[config.mk]
export PLATFORM = sky130hd
export DESIGN_NAME = polynomial_term_expander
export DESIGN_NICKNAME = d
export VERILOG_FILES = /design/src/sv/pte_pkg.sv /design/src/sv/pte_front.sv /design/src/sv/pte_queue.sv /design/src/sv/pte_back.sv /design/src/sv/polynomial_term_expander.sv
export SDC_FILE = /design/constraint.sdc
export NUM_CORES = 2
export LEC_CHECK = 0
export BUFFER_PORTS_ARGS = -buffer_cell sky130_fd_sc_hd__buf_2
export CELL_PAD_IN_SITES_DETAIL_PLACEMENT = 0
export CELL_PAD_IN_SITES_GLOBAL_PLACEMENT = 1
export CORE_ASPECT_RATIO = 0.7
export CORE_MARGIN = 2
export CORE_UTILIZATION = 25
export DETAILED_ROUTE_END_ITERATION = 10
export PLACE_DENSITY = 0.55
export SETUP_SLACK_MARGIN = 0.05
export SYNTH_ARGS = -nofsm -noshare
export SYNTH_HDL_FRONTEND = slang
export SYNTH_HIERARCHICAL = 1
export SYNTH_SLANG_ARGS = --single-unit
[constraint.sdc]
create_clock -name clk -period 7.1 [get_ports clk]
set_clock_uncertainty 0.15 [all_clocks]
set_input_delay 0.355 -clock clk [delete_from_list [all_inputs] [get_ports clk]]
set_output_delay 0.355 -clock clk [all_outputs]
set_load 0.005 [all_outputs]
[src/sv/pte_pkg.sv]
`timescale 1ns / 1ps

package pte_pkg;

  // Row geometry and arithmetic widths.
  localparam int MAX_COLUMNS = 6;
  localparam int VALUE_BITS  = 16;
  localparam int COL_BITS    = 3;
  localparam int MASK_BITS   = 6;
  localparam int TERM_BITS   = 48;
  localparam int PAIR_BITS   = 2 * VALUE_BITS;
  localparam int TRIPLE_BITS = 3 * VALUE_BITS;

  // Configuration port.
  localparam int CFG_INDEX_BITS = 2;
  localparam int CFG_DATA_BITS  = 6;
  localparam logic [CFG_INDEX_BITS-1:0] REG_COLUMN_COUNT = 2'd0;
  localparam logic [CFG_INDEX_BITS-1:0] REG_BINARY_MASK  = 2'd1;
  localparam logic [CFG_INDEX_BITS-1:0] REG_TERM_ORDER   = 2'd2;

  // Register reset values and order codes.
  localparam logic [COL_BITS-1:0] COUNT_RESET  = 3'd6;
  localparam logic [1:0]          ORDER_RESET  = 2'd2;
  localparam logic [1:0]          ORDER_TRIPLE = 2'd3;

  // Job queue between front and back.
  localparam int QUEUE_DEPTH = 2;
  localparam int QPTR_BITS   = 1;
  localparam int QCOUNT_BITS = 2;

  typedef logic signed [VALUE_BITS-1:0] value_t;

  // One completed row with the settings it is expanded under.
  typedef struct packed {
    value_t [MAX_COLUMNS-1:0] row;
    logic [COL_BITS-1:0]      count;
    logic [MASK_BITS-1:0]     mask;
    logic                     order3;
  } job_t;

  // Column count as used: zero acts as one, large values clip to the row size.
  function automatic logic [COL_BITS-1:0] eff_count(input logic [COL_BITS-1:0] c);
    logic [COL_BITS-1:0] r;
    r = c;
    if (c == '0) begin
      r = COL_BITS'(1);
    end else if (c > COL_BITS'(MAX_COLUMNS)) begin
      r = COL_BITS'(MAX_COLUMNS);
    end
    return r;
  endfunction

endpackage

[src/sv/pte_front.sv]
`timescale 1ns / 1ps

module pte_front (
  input  logic                                 clk,
  input  logic                                 rst,
  input  logic                                 accept,
  input  pte_pkg::value_t                      sample_value,
  input  logic                                 cfg_write,
  input  logic [pte_pkg::CFG_INDEX_BITS-1:0]   cfg_index,
  input  logic [pte_pkg::CFG_DATA_BITS-1:0]    cfg_data,
  output logic                                 push,
  output pte_pkg::job_t                        push_job
);

  logic [pte_pkg::COL_BITS-1:0]  column_count;
  logic [pte_pkg::MASK_BITS-1:0] binary_column_mask;
  logic [1:0]                    term_order;
  logic [pte_pkg::COL_BITS-1:0]  loaded_count;
  pte_pkg::value_t               row_store [pte_pkg::MAX_COLUMNS];

  logic [pte_pkg::COL_BITS-1:0]  count_eff;
  logic [pte_pkg::COL_BITS:0]    loaded_plus;
  logic                          row_complete;
  logic                          in_range;

  // Row completion test against the effective column count.
  always_comb begin
    count_eff    = pte_pkg::eff_count(column_count);
    loaded_plus  = {1'b0, loaded_count} + (pte_pkg::COL_BITS + 1)'(1);
    row_complete = loaded_plus >= {1'b0, count_eff};
    in_range     = loaded_count < pte_pkg::COL_BITS'(pte_pkg::MAX_COLUMNS);
  end

  // Configuration registers and the load counter.
  always_ff @(posedge clk) begin
    if (rst) begin
      column_count       <= pte_pkg::COUNT_RESET;
      binary_column_mask <= '0;
      term_order         <= pte_pkg::ORDER_RESET;
      loaded_count       <= '0;
    end else begin
      if (cfg_write) begin
        case (cfg_index)
          pte_pkg::REG_COLUMN_COUNT: column_count <= cfg_data[pte_pkg::COL_BITS-1:0];
          pte_pkg::REG_BINARY_MASK:  binary_column_mask <= cfg_data[pte_pkg::MASK_BITS-1:0];
          pte_pkg::REG_TERM_ORDER:   term_order <= cfg_data[1:0];
          default: ;
        endcase
      end
      if (accept) begin
        loaded_count <= row_complete ? '0 : loaded_plus[pte_pkg::COL_BITS-1:0];
      end
    end
  end

  // Row buffer, written one word per accepted sample.
  always_ff @(posedge clk) begin
    if (accept && in_range) begin
      row_store[loaded_count] <= sample_value;
    end
  end

  // The finished row, with the last word merged in, goes to the queue.
  always_comb begin
    push = accept && row_complete;
    for (int c = 0; c < pte_pkg::MAX_COLUMNS; c++) begin
      push_job.row[c] = (pte_pkg::COL_BITS'(c) == loaded_count) ? sample_value : row_store[c];
    end
    push_job.count  = count_eff;
    push_job.mask   = binary_column_mask;
    push_job.order3 = term_order == pte_pkg::ORDER_TRIPLE;
  end

endmodule

[src/sv/pte_queue.sv]
`timescale 1ns / 1ps

module pte_queue (
  input  logic          clk,
  input  logic          rst,
  input  logic          push,
  input  pte_pkg::job_t push_job,
  input  logic          pop,
  output pte_pkg::job_t head,
  output logic          not_empty,
  output logic          full
);

  pte_pkg::job_t                    slots [pte_pkg::QUEUE_DEPTH];
  logic [pte_pkg::QPTR_BITS-1:0]    wr_ptr;
  logic [pte_pkg::QPTR_BITS-1:0]    rd_ptr;
  logic [pte_pkg::QCOUNT_BITS-1:0]  count;

  assign not_empty = count != '0;
  assign full      = count == pte_pkg::QCOUNT_BITS'(pte_pkg::QUEUE_DEPTH);
  assign head      = slots[rd_ptr];

  // Pointers and fill level.
  always_ff @(posedge clk) begin
    if (rst) begin
      wr_ptr <= '0;
      rd_ptr <= '0;
      count  <= '0;
    end else begin
      if (push) begin
        wr_ptr <= wr_ptr + pte_pkg::QPTR_BITS'(1);
      end
      if (pop) begin
        rd_ptr <= rd_ptr + pte_pkg::QPTR_BITS'(1);
      end
      if (push && !pop) begin
        count <= count + pte_pkg::QCOUNT_BITS'(1);
      end else if (pop && !push) begin
        count <= count - pte_pkg::QCOUNT_BITS'(1);
      end
    end
  end

  // Job storage.
  always_ff @(posedge clk) begin
    if (push) begin
      slots[wr_ptr] <= push_job;
    end
  end

`ifndef SYNTH
  // The front never pushes a row into a full queue.
  a_no_overflow: assert property (@(posedge clk) disable iff (rst) !(push && full))
    else $error("row pushed into a full job queue");
  // The back never pops an empty queue.
  a_no_underflow: assert property (@(posedge clk) disable iff (rst) pop |-> not_empty)
    else $error("job popped from an empty queue");
  // The fill level never passes the queue depth.
  a_count_bound: assert property (@(posedge clk) disable iff (rst)
    count <= pte_pkg::QCOUNT_BITS'(pte_pkg::QUEUE_DEPTH))
    else $error("job queue fill level out of range");
`endif

endmodule

[src/sv/pte_back.sv]
`timescale 1ns / 1ps

module pte_back (
  input  logic                              clk,
  input  logic                              rst,
  input  logic                              job_valid,
  input  pte_pkg::job_t                     job,
  output logic                              pop,
  output logic                              result_valid,
  output logic signed [pte_pkg::TERM_BITS-1:0] term_value,
  output logic [pte_pkg::COL_BITS-1:0]      first_column,
  output logic [pte_pkg::COL_BITS-1:0]      second_column,
  output logic [pte_pkg::COL_BITS-1:0]      third_column,
  output logic                              row_done
);

  localparam logic [1:0] ST_IDLE  = 2'd0;
  localparam logic [1:0] ST_RUN   = 2'd1;
  localparam logic [1:0] ST_FLUSH = 2'd2;

  logic [1:0]                   state;
  logic [1:0]                   state_next;
  pte_pkg::job_t                work;
  logic [pte_pkg::COL_BITS-1:0] j, k, m;
  logic [pte_pkg::COL_BITS-1:0] j_next, k_next, m_next;
  logic                         skip;
  logic                         last_tuple;
  logic                         load;

  // Stage 1: tuple indices.
  logic                         s1_valid, s1_flush, s1_order3;
  logic [pte_pkg::COL_BITS-1:0] s1_j, s1_k, s1_m;
  // Stage 2: pair product and third factor.
  logic                         s2_valid, s2_flush, s2_order3;
  logic [pte_pkg::COL_BITS-1:0] s2_j, s2_k, s2_m;
  logic signed [pte_pkg::PAIR_BITS-1:0] pair;
  pte_pkg::value_t              xm;
  // Hold stage: one term is kept back until it is known whether it ends the row.
  logic                         pend_valid;
  logic signed [pte_pkg::TERM_BITS-1:0] pend_term;
  logic [pte_pkg::COL_BITS-1:0] pend_j, pend_k, pend_m;

  logic signed [pte_pkg::TRIPLE_BITS-1:0] triple;
  logic signed [pte_pkg::TERM_BITS-1:0]   term;
  logic                                   emit;

  // Tuple walk: skip test, end test and the next index set.
  always_comb begin
    skip = (j == k) && work.mask[j];
    if (work.order3) begin
      skip = skip || ((k == m) && work.mask[k]) || ((j == m) && work.mask[j]);
    end
    last_tuple = (j + pte_pkg::COL_BITS'(1)) == work.count;
    j_next = j;
    k_next = k;
    m_next = m;
    if (work.order3 && ((m + pte_pkg::COL_BITS'(1)) != work.count)) begin
      m_next = m + pte_pkg::COL_BITS'(1);
    end else if ((k + pte_pkg::COL_BITS'(1)) != work.count) begin
      k_next = k + pte_pkg::COL_BITS'(1);
      m_next = k + pte_pkg::COL_BITS'(1);
    end else begin
      j_next = j + pte_pkg::COL_BITS'(1);
      k_next = j + pte_pkg::COL_BITS'(1);
      m_next = j + pte_pkg::COL_BITS'(1);
    end
  end

  // Sequencer: take a job, walk its tuples, then send one flush marker.
  always_comb begin
    load       = 1'b0;
    state_next = state;
    case (state)
      ST_IDLE: begin
        if (job_valid) begin
          load       = 1'b1;
          state_next = ST_RUN;
        end
      end
      ST_RUN: begin
        if (last_tuple) begin
          state_next = ST_FLUSH;
        end
      end
      ST_FLUSH: begin
        if (job_valid) begin
          load       = 1'b1;
          state_next = ST_RUN;
        end else begin
          state_next = ST_IDLE;
        end
      end
      default: state_next = ST_IDLE;
    endcase
    pop = load;
  end

  // Second multiplication and the term as it leaves.
  always_comb begin
    triple = pair * xm;
    term   = s2_order3 ? pte_pkg::TERM_BITS'(triple) : pte_pkg::TERM_BITS'(pair);
    emit   = (s2_valid || s2_flush) && pend_valid;
  end

  // Control state.
  always_ff @(posedge clk) begin
    if (rst) begin
      state        <= ST_IDLE;
      s1_valid     <= 1'b0;
      s1_flush     <= 1'b0;
      s2_valid     <= 1'b0;
      s2_flush     <= 1'b0;
      pend_valid   <= 1'b0;
      result_valid <= 1'b0;
    end else begin
      state        <= state_next;
      s1_valid     <= (state == ST_RUN) && !skip;
      s1_flush     <= state == ST_FLUSH;
      s2_valid     <= s1_valid;
      s2_flush     <= s1_flush;
      if (s2_valid) begin
        pend_valid <= 1'b1;
      end else if (s2_flush) begin
        pend_valid <= 1'b0;
      end
      result_valid <= emit;
    end
  end

  // Datapath registers.
  always_ff @(posedge clk) begin
    if (load) begin
      work <= job;
      j    <= '0;
      k    <= '0;
      m    <= '0;
    end else if (state == ST_RUN) begin
      j <= j_next;
      k <= k_next;
      m <= m_next;
    end
    s1_j      <= j;
    s1_k      <= k;
    s1_m      <= m;
    s1_order3 <= work.order3;
    pair      <= $signed(work.row[s1_j]) * $signed(work.row[s1_k]);
    xm        <= $signed(work.row[s1_m]);
    s2_j      <= s1_j;
    s2_k      <= s1_k;
    s2_m      <= s1_m;
    s2_order3 <= s1_order3;
    if (s2_valid) begin
      pend_term <= term;
      pend_j    <= s2_j;
      pend_k    <= s2_k;
      pend_m    <= s2_m;
    end
    if (emit) begin
      term_value    <= pend_term;
      first_column  <= pend_j;
      second_column <= pend_k;
      third_column  <= pend_m;
      row_done      <= s2_flush;
    end
  end

`ifndef SYNTH
  // A tuple and a flush marker never share a stage.
  a_stage_exclusive: assert property (@(posedge clk) disable iff (rst)
    !(s2_valid && s2_flush))
    else $error("term and flush marker in the same stage");
  // The end-of-row word leaves the hold stage empty.
  a_done_clears: assert property (@(posedge clk) disable iff (rst)
    (result_valid && row_done) |-> !pend_valid)
    else $error("term still held after the row's last word");
  // A new job is never taken while a row is being walked.
  a_no_pop_in_run: assert property (@(posedge clk) disable iff (rst)
    pop |-> (state != ST_RUN))
    else $error("job taken in the middle of a row");
`endif

endmodule

[src/sv/polynomial_term_expander.sv]
`timescale 1ns / 1ps
// Path: a row's last word goes through the job queue to the back end, whose tuple walk feeds
// stage 1, stage 2 and the hold stage before the output registers; skipped tuples delay the
// next term. Throughput: one word per cycle while busy is low; the walk steps through every
// tuple (p(p+1)/2 for order 2, p(p+1)(p+2)/6 for order 3) and sends one flush marker per row;
// busy is high while the two-row queue is full and during reset. Results never wait, as the
// receiver cannot stall. Synchronous reset clears control state and sets six columns, no
// mask, order 2.

module polynomial_term_expander (
  input  logic                                clk,
  input  logic                                rst,
  input  logic                                start,
  output logic                                busy,
  input  logic signed [pte_pkg::VALUE_BITS-1:0] sample_value,
  input  logic                                cfg_write,
  input  logic [pte_pkg::CFG_INDEX_BITS-1:0]  cfg_index,
  input  logic [pte_pkg::CFG_DATA_BITS-1:0]   cfg_data,
  output logic                                result_valid,
  output logic signed [pte_pkg::TERM_BITS-1:0] term_value,
  output logic [pte_pkg::COL_BITS-1:0]        first_column,
  output logic [pte_pkg::COL_BITS-1:0]        second_column,
  output logic [pte_pkg::COL_BITS-1:0]        third_column,
  output logic                                row_done
);

  logic          accept;
  logic          push;
  logic          pop;
  logic          full;
  logic          not_empty;
  pte_pkg::job_t push_job;
  pte_pkg::job_t head;

  // A word is taken while the queue can still hold a finished row and reset is low.
  assign busy   = full || rst;
  assign accept = start && !busy;

  pte_front u_front (
    .clk          (clk),
    .rst          (rst),
    .accept       (accept),
    .sample_value (sample_value),
    .cfg_write    (cfg_write),
    .cfg_index    (cfg_index),
    .cfg_data     (cfg_data),
    .push         (push),
    .push_job     (push_job)
  );

  pte_queue u_queue (
    .clk       (clk),
    .rst       (rst),
    .push      (push),
    .push_job  (push_job),
    .pop       (pop),
    .head      (head),
    .not_empty (not_empty),
    .full      (full)
  );

  pte_back u_back (
    .clk           (clk),
    .rst           (rst),
    .job_valid     (not_empty),
    .job           (head),
    .pop           (pop),
    .result_valid  (result_valid),
    .term_value    (term_value),
    .first_column  (first_column),
    .second_column (second_column),
    .third_column  (third_column),
    .row_done      (row_done)
  );

endmodule

==> results.json <==
{
  "outcome": "complete, but fails checks",
  "violations": "negative setup slack",
  "antenna_left": 0,
  "grt_max_degree": 107,
  "maxSlewViolCount": 0,
  "placed_cell_area_mm2": 0.05783,
  "grt_pass1_vias": 34120,
  "yosys_warnings": 6,
  "r2r_slack_ns": -0.01,
  "timing.fmax_ghz": 0.1406,
  "synth_flop_cell": "edfxtp_1",
  "synth_cell_type_count": 98,
  "synth_commonest_cells": "inv_1 (876), fa_1 (748), edfxtp_1 (529)",
  "ys_seq_area_share_pct": 34.51,
  "hold_path.class": "primary input to flip-flop",
  "critPathMaxFanout": 5,
  "start_util_pct": 25.08,
  "die_x_um": 549.5,
  "fin_ws_ns": -0.01156,
  "clk_pin_slew_ns": 0.06,
  "place.gp.congestion": 0.8843,
  "worstMarginPinSlew_ns": 1.004,
  "syn2layout_area_growth_pct": 18.37,
  "arrival_ns": 7.51,
  "synth_area_leader_cell": "edfxtp_1",
  "drtIter0Drc": 2448,
  "num_rows": 140,
  "met2_usage_pct": 18.70,
  "setup_viol": 1,
  "ys_async_sr_fraction_pct": 0,
  "tritoncts": "done",
  "synth_most_common_cell": "inv_1",
  "synth_area_leaders": "edfxtp_1 (31%), fa_1 (29%), inv_1 (6.3%)",
  "drcViolationCount": 0,
  "io_pins": 88,
  "cts_buffers": 71,
  "busiest_layer": "met1",
  "vias": 32310,
  "netlist.area_leader.share_pct": 30.51,
  "grt_usage_pct": 13.57,
  "rsz0062_at_grt": "yes",
  "clock_path_buffers": 3,
  "cp-start-kind": "flip-flop",
  "root_buffer": "clkbuf_16",
  "firstDrtPassIters": 6,
  "drive_above_1_share_pct": 20.20,
  "tns_ns": -0.01156,
  "die_height_um": 385.8,
  "design_area_mm2": 0.06163,
  "antenna_found_initial": 9,
  "synth_edf_count": 529,
  "relSlewSlack_pct": 32.95,
  "crit_path_end_kind": "flip-flop",
  "avgRoutedWirePerCell_um": 18.71,
  "hold_viol": 0,
  "grt_overflow_total": 0,
  "synth_fp_nets": 5444,
  "max_cap_viol_count": 0,
  "syn-instance-count": 4460,
  "clkSinkCount": 633,
  "synth_area_per_cell_um2": 11.67,
  "critPathKind": "flip-flop to flip-flop",
  "dp_hpwl_um": 108200,
  "synth_area_mm2": 0.05207,
  "h-tree-depth": 3,
  "port-buffer-count": 87,
  "insertion_delay_ns": 0.68,
  "die-area_mm2": 0.2120,
  "min_period_ns": 7.112,
  "fin_crit_sh_pct": 100.2,
  "hold-worst-slack_ns": 0.1089,
  "met3_usage_pct": 2.597,
  "synth-seq-cells": 633,
  "finalNetCount": 5782,
  "viasPerCell": 4.235,
  "cp_data_required_time_ns": 7.50,
  "core-area_mm2": 0.2076,
  "wl_um": 142800,
  "fin_util_pct": 29.69,
  "grt_pass1_wl_um": 217400,
  "grt_use_met1_pct": 21.55
}
area by class of cell:
type | count | area (µm²)
antenna | 4 | 10.01
clock buffer | 90 | 1962
clock inverter | 41 | 445.4
fill | 21350 | 145900
inverter | 879 | 3304
multi-input combinational | 2770 | 30550
sequential | 633 | 18030
tap | 2769 | 3465
timing repair buffer | 443 | 3869
flip-flops by register name (all words and copies together), names as in the netlist, 6 cells and up, named ones only:
| name | cells |
|---|---|
| u_queue/slots | 212 |
| u_back/term_value | 48 |
| u_back/work | 106 |
| u_back/xm | 16 |
| u_back/pair | 32 |
| u_back/pend_term | 48 |
| u_front/binary_column_mask | 6 |
| u_front/row_store | 96 |
stage by stage:
stage	instances	worst slack, ns
detailed placement	7429	-0.2704
global placement	7429	-0.2811
global route	7627	-0.2603
CTS	7604	0.0003988
finish	7629	-0.01156
floorplan	4460	0.02126
cell families after synthesis:
logic type,share of synthesized area [%]
AND/OR/NAND/NOR,9.240
multiplexers,8.531
AO/OA/AOI/OAI,4.263
flip-flops,34.51
adder cells (fa/ha/maj),33.78
XOR/XNOR,1.834
buffers and inverters,7.848
worst paths after layout:
| check | from | to | cells after the start |
|---|---|---|---|
| worst min-delay path | start | u_front/loaded_count[0] | 4 |
| worst max register to register | u_back/s1_k[0] | u_back/pair[28] | 24 |
| worst max-delay path | u_back/s1_k[0] | u_back/pair[28] | 24 |
| worst min register to register | u_back/s1_order3 | u_back/s2_order3 | 0 |
cells in the final DEF (no fill, tap or decap), types with 17 or more instances in the layout:
cell | Yosys | layout
nor2b_1 | 24 | 22
o21ai_0 | 38 | 27
mux2_2 | 188 | 188
a21oi_1 | 106 | 81
ha_1 | 208 | 201
buf_12 | 0 | 40
xnor2_1 | 78 | 76
fa_1 | 748 | 735
buf_4 | 3 | 262
a21oi_2 | 2 | 23
a21o_1 | 50 | 47
nand2_1 | 447 | 439
nor2_1 | 227 | 223
nand2b_1 | 26 | 24
dfxtp_1 | 104 | 75
buf_2 | 17 | 87
o22ai_1 | 17 | 17
mux2_4 | 40 | 40
nand3_1 | 17 | 17
and2_1 | 223 | 220
inv_1 | 876 | 865
dfxtp_2 | 0 | 19
mux2i_1 | 62 | 62
mux4_2 | 49 | 49
edfxtp_1 | 529 | 529
dlygate4sd3_1 | 0 | 30
clkbuf_16 | 0 | 78
xor2_1 | 31 | 31
critical path, cell delays in order (launching register included):
cell and delay (ns):
dfxtp_4 0.38, buf_6 0.12, buf_12 0.10, mux4_2 0.53, a21o_4 0.27, buf_6 0.12
nand2_2 0.06, fa_1 0.43, fa_1 0.52, fa_1 0.51, inv_2 0.04, fa_1 0.50
fa_1 0.55, inv_2 0.05, fa_1 0.54, inv_2 0.05, ha_4 0.23, a2111oi_4 0.33
inv_1 0.09, or4_4 0.51, o21ai_4 0.16, a21boi_2 0.07, o21a_1 0.18, o41a_1 0.33
xor2_1 0.15
metal layers:
metal	wire length, µm	share of wire, %
met1	75620	53
met2	56210	39
met3	8342	5.8
met4	2588	1.8
met5	13	0.0091
repair_timing:
item                                   CTS  global route
pin swaps                               24            60
resized for setup                       66           130
cloned                                   2             4
endpoints found under the hold margin  144             0
hold buffers                            30             0
setup endpoints to repair               16            22
buffers inserted                        12            21
Power is not shown: default switching activity piles up to over one toggle a cycle in this logic, so the estimate is an artifact.
